[config.mk]
export PLATFORM = sky130hd
export DESIGN_NAME = median_of_five_stream_filter_core
export DESIGN_NICKNAME = d
export VERILOG_FILES = /design/src/rtl/core/mof5_pkg.sv /design/src/rtl/core/mof5_front.sv /design/src/rtl/core/mof5_select.sv /design/src/rtl/core/mof5_outq.sv /design/src/rtl/core/median_of_five_stream_filter_core.sv
export SDC_FILE = /design/constraint.sdc
export NUM_CORES = 1
export LEC_CHECK = 0
export BUFFER_PORTS_ARGS = -buffer_cell sky130_fd_sc_hd__buf_2
export CORE_ASPECT_RATIO = 0.6
export CORE_UTILIZATION = 57
export CTS_CLUSTER_SIZE = 28
export DETAILED_ROUTE_END_ITERATION = 10
export GPL_ROUTABILITY_DRIVEN = 0
export HOLD_SLACK_MARGIN = 0.12
export PLACE_DENSITY = 0.79
export RECOVER_POWER = 100
export SYNTH_ARGS = -nofsm -noshare
export SYNTH_HDL_FRONTEND = slang
export SYNTH_SLANG_ARGS = --single-unit
[constraint.sdc]
create_clock -name clk -period 10.28 [get_ports clk]
set_input_delay 2.056 -clock clk [delete_from_list [all_inputs] [get_ports clk]]
set_output_delay 2.056 -clock clk [all_outputs]
set_load 0.02 [all_outputs]
[src/rtl/core/mof5_pkg.sv]
// Shared types and constants for the five-tap median stream filter.
package mof5_pkg;

	localparam int SAMPLE_WIDTH  = 16;
	localparam int TAPS          = 5;
	localparam int HIST_DEPTH    = TAPS - 1;
	localparam int MEDIAN_RANK   = TAPS / 2;
	localparam int MAX_RESULTS   = 3;
	localparam int POS_SATURATE  = 4;
	localparam int POS_FIRST_MED = 4;
	localparam int POS_RAW_LIMIT = 2;

	typedef logic signed [SAMPLE_WIDTH-1:0] sample_t;
	typedef logic [2:0] pos_t;
	typedef logic [1:0] rcount_t;
	typedef logic [2:0] rank_t;

	// One accepted item with the history and block position it saw.
	typedef struct packed {
		sample_t                      sample;
		logic                         block_end;
		pos_t                         pos;
		logic [HIST_DEPTH-1:0][SAMPLE_WIDTH-1:0] hist;
	} item_t;

	typedef struct packed {
		sample_t value;
		logic    was_filtered;
		logic    run_last;
		logic    block_done;
	} result_t;

	function automatic result_t make_result(sample_t value, logic was_filtered);
		result_t r;
		r.value        = value;
		r.was_filtered = was_filtered;
		r.run_last     = 1'b0;
		r.block_done   = 1'b0;
		return r;
	endfunction

endpackage

[src/rtl/core/mof5_front.sv]
// Input stage: sample history, block position and the stage 1 item register.
module mof5_front (
	input  logic                clk,
	input  logic                arst_n,
	input  logic                sample_valid,
	output logic                sample_stall,
	input  mof5_pkg::sample_t   sample,
	input  logic                block_end,
	input  logic                advance,
	output logic                item_valid_s1,
	output mof5_pkg::item_t     item_s1
);

	logic                                                   accept;
	logic [mof5_pkg::HIST_DEPTH-1:0][mof5_pkg::SAMPLE_WIDTH-1:0] hist_q;
	mof5_pkg::pos_t                                         pos_q;

	// hold the new item back while stage 1 cannot hand its own on
	assign sample_stall = item_valid_s1 && !advance;
	assign accept       = sample_valid && !sample_stall;

	always_ff @(posedge clk or negedge arst_n) begin
		if (!arst_n) begin
			hist_q        <= '0;
			pos_q         <= '0;
			item_valid_s1 <= 1'b0;
		end else begin
			if (accept) begin
				hist_q[0] <= sample;
				for (int i = 1; i < mof5_pkg::HIST_DEPTH; i++) begin
					hist_q[i] <= hist_q[i-1];
				end
				if (block_end) begin
					pos_q <= '0;
				end else if (pos_q < mof5_pkg::pos_t'(mof5_pkg::POS_SATURATE)) begin
					pos_q <= pos_q + 3'd1;
				end
				item_valid_s1 <= 1'b1;
			end else if (advance) begin
				item_valid_s1 <= 1'b0;
			end
		end
	end

	always_ff @(posedge clk) begin
		if (accept) begin
			item_s1.sample    <= sample;
			item_s1.block_end <= block_end;
			item_s1.pos       <= pos_q;
			item_s1.hist      <= hist_q;
		end
	end

endmodule

[src/rtl/core/mof5_select.sv]
// Five-sample median by rank counting, and the list of results one item causes.
module mof5_select (
	input  mof5_pkg::item_t                                 item,
	output mof5_pkg::result_t [mof5_pkg::MAX_RESULTS-1:0]   slots,
	output mof5_pkg::rcount_t                               count
);

	mof5_pkg::sample_t                w [mof5_pkg::TAPS];
	mof5_pkg::rank_t                  rank [mof5_pkg::TAPS];
	mof5_pkg::sample_t                median;

	always_comb begin
		for (int i = 0; i < mof5_pkg::HIST_DEPTH; i++) begin
			w[i] = $signed(item.hist[i]);
		end
		w[mof5_pkg::TAPS-1] = item.sample;
	end

	// stable rank: ties broken by tap index, so exactly one tap has the middle rank
	always_comb begin
		for (int i = 0; i < mof5_pkg::TAPS; i++) begin
			rank[i] = '0;
			for (int j = 0; j < mof5_pkg::TAPS; j++) begin
				if (j != i && ((w[j] < w[i]) || (w[j] == w[i] && j < i))) begin
					rank[i] = rank[i] + 3'd1;
				end
			end
		end
	end

	always_comb begin
		median = w[0];
		for (int i = 0; i < mof5_pkg::TAPS; i++) begin
			if (rank[i] == mof5_pkg::rank_t'(mof5_pkg::MEDIAN_RANK)) begin
				median = w[i];
			end
		end
	end

	always_comb begin
		slots = '0;
		count = '0;
		if (item.pos < mof5_pkg::pos_t'(mof5_pkg::POS_RAW_LIMIT)) begin
			slots[count] = mof5_pkg::make_result(item.sample, 1'b0);
			count        = count + 2'd1;
		end else if (item.pos >= mof5_pkg::pos_t'(mof5_pkg::POS_FIRST_MED)) begin
			slots[count] = mof5_pkg::make_result(median, 1'b1);
			count        = count + 2'd1;
		end
		// flush the samples still waiting for a centred window
		if (item.block_end) begin
			if (item.pos >= mof5_pkg::pos_t'(mof5_pkg::POS_RAW_LIMIT + 1)) begin
				slots[count] = mof5_pkg::make_result($signed(item.hist[0]), 1'b0);
				count        = count + 2'd1;
			end
			if (item.pos >= mof5_pkg::pos_t'(mof5_pkg::POS_RAW_LIMIT)) begin
				slots[count] = mof5_pkg::make_result(item.sample, 1'b0);
				count        = count + 2'd1;
			end
		end
		if (count != '0) begin
			slots[count - 2'd1].run_last   = 1'b1;
			slots[count - 2'd1].block_done = item.block_end;
		end
	end

endmodule

[src/rtl/core/mof5_outq.sv]
// Three-entry result queue; the head entry is the output register.
module mof5_outq (
	input  logic                                            clk,
	input  logic                                            arst_n,
	input  logic                                            push_req,
	input  mof5_pkg::rcount_t                               push_count,
	input  mof5_pkg::result_t [mof5_pkg::MAX_RESULTS-1:0]   push_slots,
	output logic                                            push_ok,
	output logic                                            result_valid,
	input  logic                                            result_stall,
	output mof5_pkg::result_t                               head
);

	mof5_pkg::result_t [mof5_pkg::MAX_RESULTS-1:0] q_q;
	mof5_pkg::result_t [mof5_pkg::MAX_RESULTS-1:0] q_next;
	mof5_pkg::rcount_t                             cnt_q;
	mof5_pkg::rcount_t                             base;
	mof5_pkg::rcount_t                             idx;
	logic                                          pop;
	logic                                          push;
	logic [2:0]                                    fill;

	assign result_valid = cnt_q != '0;
	assign head         = q_q[0];
	assign pop          = result_valid && !result_stall;
	assign base         = cnt_q - mof5_pkg::rcount_t'(pop);
	assign fill         = {1'b0, base} + {1'b0, push_count};
	assign push_ok      = fill <= 3'(mof5_pkg::MAX_RESULTS);
	assign push         = push_req && push_ok;

	always_comb begin
		idx = '0;
		for (int i = 0; i < mof5_pkg::MAX_RESULTS; i++) begin
			if (pop && i < mof5_pkg::MAX_RESULTS - 1) begin
				q_next[i] = q_q[i+1];
			end else begin
				q_next[i] = q_q[i];
			end
		end
		// append behind what stays after the pop
		for (int j = 0; j < mof5_pkg::MAX_RESULTS; j++) begin
			idx = base + mof5_pkg::rcount_t'(j);
			if (push && mof5_pkg::rcount_t'(j) < push_count) begin
				q_next[idx] = push_slots[j];
			end
		end
	end

	always_ff @(posedge clk or negedge arst_n) begin
		if (!arst_n) begin
			cnt_q <= '0;
		end else begin
			cnt_q <= push ? fill[1:0] : base;
		end
	end

	always_ff @(posedge clk) begin
		q_q <= q_next;
	end

endmodule

[src/rtl/core/median_of_five_stream_filter_core.sv]
// Five-tap median filter over blocks of signed samples. An item is taken into an
// input register; its median and edge copies are worked out from that register and
// placed in a three-entry result queue whose head drives the result port. A sample's
// first result passes the input register and the queue head on its way out.
// An item that causes zero or one result leaves room for a new sample in every
// cycle while the result side does not stall; the last sample of a block causes up
// to three results, and since the queue delivers one result a cycle, the input can
// stall at a block end until the queue has room, and longer while results stall.
module median_of_five_stream_filter_core (
	input  logic                clk,
	input  logic                arst_n,
	input  logic                sample_valid,
	output logic                sample_stall,
	input  mof5_pkg::sample_t   sample,
	input  logic                block_end,
	output logic                result_valid,
	input  logic                result_stall,
	output mof5_pkg::sample_t   value,
	output logic                was_filtered,
	output logic                run_last,
	output logic                block_done
);

	mof5_pkg::item_t                                item_s1;
	logic                                           item_valid_s1;
	logic                                           advance;
	logic                                           push_ok;
	mof5_pkg::result_t [mof5_pkg::MAX_RESULTS-1:0]  slots;
	mof5_pkg::rcount_t                              count;
	mof5_pkg::result_t                              head;

	assign advance = item_valid_s1 && push_ok;

	mof5_front u_front (
		.clk          (clk),
		.arst_n       (arst_n),
		.sample_valid (sample_valid),
		.sample_stall (sample_stall),
		.sample       (sample),
		.block_end    (block_end),
		.advance      (advance),
		.item_valid_s1(item_valid_s1),
		.item_s1      (item_s1)
	);

	mof5_select u_select (
		.item  (item_s1),
		.slots (slots),
		.count (count)
	);

	mof5_outq u_outq (
		.clk          (clk),
		.arst_n       (arst_n),
		.push_req     (item_valid_s1),
		.push_count   (count),
		.push_slots   (slots),
		.push_ok      (push_ok),
		.result_valid (result_valid),
		.result_stall (result_stall),
		.head         (head)
	);

	assign value        = head.value;
	assign was_filtered = head.was_filtered;
	assign run_last     = head.run_last;
	assign block_done   = head.block_done;

endmodule

# After elaboration in Yosys (flattened, before gate mapping)
# Index checks and enable logic that the tools add are counted.
[totals]
mem_bits_ro = 0
in_bits = 21
ram_bits = 0
n_memories = 0
latch_bits = 0
ff_bits = 211
[classes]
n_mul = 0
addsub = 20
magnitude_cmp = 37
div_mod_pow = 0
eq_ne = 14
shift = 0
reduce_logical = 31
n_mux = 64
bitwise = 0
[op_table]
columns = ["cell", "count"]
rows = [
  ["57-bit two-way mux", 8],
  ["57-bit bitwise mux", 7],
  ["19-bit demux with 2-bit select", 7],
  ["16-bit < comparator", 16],
  ["19-bit two-way mux", 9],
  ["16-bit == test", 10],
  ["16-bit two-way mux", 4],
  ["3-bit two-way mux", 14],
  ["3-bit by 1-bit adder with 3-bit output, second input constant", 11],
  ["2-bit by 3-bit < comparator with 1-bit output, second input constant", 6],
  ["1-bit logical AND", 13],
  ["3-bit by 2-bit == test with 1-bit output, second input constant", 4],
  ["2-bit by 1-bit >= comparator with 1-bit output, second input constant", 6],
  ["2-bit two-way mux", 6],
  ["1-bit logical OR", 10],
  ["1-bit two-way mux", 9],
  ["2-bit nonzero test", 4],
  ["2-bit by 1-bit adder with 2-bit output, second input constant", 3],
  ["3-bit by 2-bit >= comparator with 1-bit output, second input constant", 2],
  ["1-bit by 1-bit adder with 2-bit output, second input constant", 2],
  ["1-bit by 2-bit < comparator with 1-bit output, first input constant", 2],
  ["2-bit by 2-bit adder with 3-bit output", 1],
  ["3-bit >= comparator, second input constant", 1],
  ["3-bit by 2-bit <= comparator with 1-bit output, second input constant", 1],
  ["8 further kinds", 10],
]

# Depth between registers and ports, before layout
[depth]
depth_word = 31
mapped_depth = 26
depth_no_buf = 24

# Modules after synthesis
# A second synthesis with hierarchy kept.
[unflattened]
cells_unflattened = 1401
area_unflattened_um2 = 14522.7
[modules_own_cells]
columns = ["mod", "cells_each", "instances", "area_per_inst_um2"]
rows = [
  ["mof5_select", 770, 1, 5716.7],
  ["mof5_front", 238, 1, 5271.3],
  ["mof5_outq", 392, 1, 3528.4],
  ["median_of_five_stream_filter_core", 1, 1, 6.3],
]

# Worst setup path after synthesis
# OpenSTA, ideal clock, no wires.
[synth_timing]
path_kind = "in2reg"
start = "in result_stall"
end = "reg u_front.item_s1[0] (netlist name)"
path_stages = 13
path_buffers = 3
setup_ps = 481
t_arrival_ps = 6564
path_slack_ps = 3235
path_cell_list = "nand2b_1 -> inv_1 -> clkbuf_1 -> ha_1 -> clkbuf_1 -> clkinv_1 -> ha_1 -> inv_1 -> fa_1 -> nand2b_1 -> nand2_1 -> inv_1 -> clkbuf_1"
[synth_between]
elab_chain_cells = 10
[synth_lines]
columns = ["element", "line", "source"]
rows = [
  ["start, declared", "median_of_five_stream_filter_core.sv:17", "input logic result_stall,"],
  ["1-bit zero test", "mof5_outq.sv:25", "assign pop = result_valid && !result_stall;"],
  ["1-bit logical AND", "mof5_outq.sv:25", ""],
  ["2-bit by 1-bit subtractor with 2-bit output", "mof5_outq.sv:26", "assign base = cnt_q - mof5_pkg::rcount_t'(pop);"],
  ["2-bit by 2-bit adder with 3-bit output", "mof5_outq.sv:27", "assign fill = {1'b0, base} + {1'b0, push_count};"],
  ["3-bit by 2-bit <= comparator with 1-bit output", "mof5_outq.sv:28", "assign push_ok = fill <= 3'(mof5_pkg::MAX_RESULTS);"],
  ["1-bit logical AND", "median_of_five_stream_filter_core.sv:32", "assign advance = item_valid_s1 && push_ok;"],
  ["1-bit zero test", "mof5_front.sv:19", "assign sample_stall = item_valid_s1 && !advance;"],
  ["1-bit logical AND", "mof5_front.sv:19", ""],
  ["1-bit zero test", "mof5_front.sv:20", "assign accept = sample_valid && !sample_stall;"],
  ["1-bit logical AND", "mof5_front.sv:20", ""],
  ["net u_front.accept", "mof5_front.sv:14", "logic accept;"],
]
# The timed path passes the listed nets, and every way through them passes these cells.
# A chain may end at the register's enable or synchronous reset.

# Final worst setup path
[layout_timing]
start = "in result_stall"
end = "out sample_stall"
[layout_between]
elab_chain_cells = 8
[layout_lines]
columns = ["element", "line", "source"]
rows = [
  ["1-bit zero test", "mof5_outq.sv:25", ""],
  ["1-bit logical AND", "mof5_outq.sv:25", ""],
  ["2-bit by 1-bit subtractor with 2-bit output", "mof5_outq.sv:26", ""],
  ["2-bit by 2-bit adder with 3-bit output", "mof5_outq.sv:27", ""],
  ["3-bit by 2-bit <= comparator with 1-bit output", "mof5_outq.sv:28", ""],
  ["1-bit logical AND", "median_of_five_stream_filter_core.sv:32", ""],
  ["1-bit zero test", "mof5_front.sv:19", ""],
  ["1-bit logical AND", "mof5_front.sv:19", ""],
  ["end, declared", "median_of_five_stream_filter_core.sv:13", "output logic sample_stall,"],
]
# Every way passes these cells.

==> results by group <==
Outcome
  – Run status: finished with violations
  – Failing checks: max-capacitance violations, max-slew violations

Worst setup path
  – Worst path cell trace: buf_2 > nand2b_2 > buf_4 > inv_1 > clkbuf_1 > ha_1 > xor2_1 > clkinv_1 > fa_1 > nand2b_1 > inv_1 > clkbuf_1
  – Largest stage delay, worst path: 0.78 ns
  – Worst path buffer plus inverter count: 7
  – Family with the most delay on the worst path: buffers and inverters
  – Worst setup SP type: input pin
  – CP max stage cell: clkbuf_1
  – Critical path peak fanout: 39
  – CP endpoint kind: output pin
  – Crit path DAT: roughly 6.1 ns
  – Worst EP required: approximately 8.2 ns
  – WS Path Type: in -> out

Die
  – Die height: approximately 130 µm
  – I/O pins: between 40 and 50
  – Die Area: approximately 26000 µm²
  – Cell Rows: 44
  – Core Region: about 25000 µm²
  – Starting Density: 0.591
  – Die width: 208 µm

Placed design
  – Pre-CTS worst setup slack: ~2.8 ns
  – Dpl hpwl: ~30 mm
  – Port Buffer Count: 41

Routing
  – Router iterations before antenna repair: 7
  – WL final: 40.3 mm
  – DR DRC count: 0
  – Routed len/inst: about 21 µm
  – Vias per Instance: about 6.5
  – ANT nets after route: 0
  – Routed via count: roughly 13000
  – DRT iter0 DRCs: 1456

Synth
  – Top FF cell, synth: edfxtp_1
  – Synthesized area: between 10000 and 15000 µm²
  – Ys async rst share: 0.332
  – Post-synth top area cell: edfxtp_1
  – Syn Area/Cell: a little under 9 µm²
  – Commonest cells in the synthesized netlist: nand2_1 (357), ha_1 (177), edfxtp_1 (84)
  – Top cells by area, synth: edfxtp_1 (17%), ha_1 (15%), dfrtp_1 (12%)
  – Post-Syn Instances: roughly 1600
  – Post-synth top area share: 0.174
  – Top-count cell post-synth: nand2_1
  – Syn nets: roughly 1800
  – Yosys reg bits: approximately 210
  – Synth Warn #: 0
  – Post-synth EDFFs: between 80 and 90
  – Sequential area share after synthesis: 0.373
  – Synth unique cells: just under 80

STA
  – Minimum clock period: 8.12 ns
  – Final WS setup: approximately 2.2 ns
  – Rel. slew slack: -1.20
  – # setup viols final: 0
  – Worst-margin pin slew: 3.30 ns
  – Fmax achieved: 123 MHz
  – Fin crit share: 0.790
  – Worst Clk Skew: around 0.017 ns
  – Setup TNS: 0 ns
  – Max-slew violation count: 250
  – RSZ-0062 raised after global routing: no
  – Final hold vios: 0

Worst hold path
  – HP Class: reg -> reg

Clocking
  – CTS tree: built
  – Number of CTS-inserted buffers: 20
  – Post_cts resized: 0
  – Root Buffer: clkbuf_16
  – H-tree depth: 1
  – Hold Buf Count CTS: 0
  – Postcts setup bufs: 0
  – Worst-path clk slew: roughly 0.06 ns
  – Clock Path Buffers: 3
  – CTS sink cnt: between 200 and 250
  – Clock Latency Late Sink: between 0.5 and 0.6 ns

Layout
  – FF/Latch Area: 5420 µm²
  – FILL cells: around 2100
  – Layout net count: between 1500 and 2000
  – Diodes inserted: 0
  – Area delta synth->final: 5.85%
  – Multi-input logic area: between 8000 and 9000 µm²
  – Share of cells above drive strength 1: 0.0584

GRT
  – Largest net degree at the start of global routing: approximately 110
  – Global Route Usage Sum: 0.306
  – First-pass GRT wire length: around 63 mm
  – Vias in the first global route: about 12000
  – Initial antenna violation count: 0
  – Grt ovf: 0

Flow run
  – Max-Cap Viols: 5
[logic make-up (layout without fill, tap and decap cells)]
kind of cell / Yosys count / after routing / share of synthesized area
compound gates: 384 / 384 / 0.191
fa+ha+maj: 178 / 178 / 0.154
simple gates: 628 / 628 / 0.194
flops: 211 / 211 / 0.373
mux: 44 / 44 / 0.0315
xor+xnor: 10 / 10 / 0.00654
buf+inv: 171 / 173 / 0.0511
[final timing paths]
check | startpoint | end | slack, ns | cells past startpoint
worst min register to register | u_front.hist_q[57]$_DFFE_PN0P_ | u_front.item_s1[57]$_DFFE_PP_ | 0.44 | 0
worst max-delay path | result_stall | sample_stall | 2.16 | 12
worst max register to register | u_outq.cnt_q[0]$_DFF_PN0_ | u_outq.q_q[23]$_DFF_P_ | 3.24 | 15
min in group asynchronous | arst_n | u_front.hist_q[58]$_DFFE_PN0P_ | 1.53 | 1
worst min-delay path | u_front.hist_q[57]$_DFFE_PN0P_ | u_front.item_s1[57]$_DFFE_PP_ | 0.44 | 0
max in group asynchronous | arst_n | u_front.hist_q[35]$_DFFE_PN0P_ | 5.16 | 2
[area by class of cell]
class                           count  share of cell area
Multi-Input combinational cell   1244               0.544
Tap cell                          322              0.0262
Clock inverter                      7             0.00350
Sequential cell                   211               0.352
Inverter                           81              0.0198
Timing Repair Buffer               56              0.0162
Clock buffer                       29              0.0381
[per-layer routing]
layer	vias up	wire, µm	track usage
met5	-	0	0
met4	0	1040	0.0889
met3	106	4310	0.0606
met2	680	16300	0.433
met1	6018	18700	0.470
li1	5858	-	-
[through the flow]
step                      instances  hold slack [ns]  utilization  instance area (µm²)
after global placement         1914            0.430        0.603                14800
after detailed placement       1914            0.430        0.603                14800
after CTS                      1950            0.442        0.629                15500
after global routing           1950            0.449        0.625                15400
after floorplan                1626            0.425            -                14500
final                          1950            0.444        0.625                15400
[state kept, by name (all words and copies together) (netlist names)]
| name | cells |
|---|---|
| u_front.hist_q | 64 |
| u_outq.cnt_q | 2 |
| u_outq.q_q | 38 |
| u_front.item_valid_s1 | 1 |
| u_front.item_s1 | 84 |
| u_outq.head | 19 |
| u_front.pos_q | 3 |
[placed cells by master, fill, tap and decap left out, drive strengths merged, types with 12 or more instances in the layout]
cell type	instances
nand2	357
ha	177
o21ai	97
edfxtp	84
a21oi	78
inv	78
nor2	76
dfrtp	70
clkbuf	70
dfxtp	57
nand3	56
mux2i	43
nand4	37
o211ai	35
o221ai	30
a21o	24
nor2b	21
o21a	20
a221oi	19
nand2b	18
a22oi	17
a22o	15
buf	15
o22a	14
nor3	12
Power is left out: the tool's default activity adds up to more than one toggle a clock period on the data nets, which glitch-free logic cannot reach.
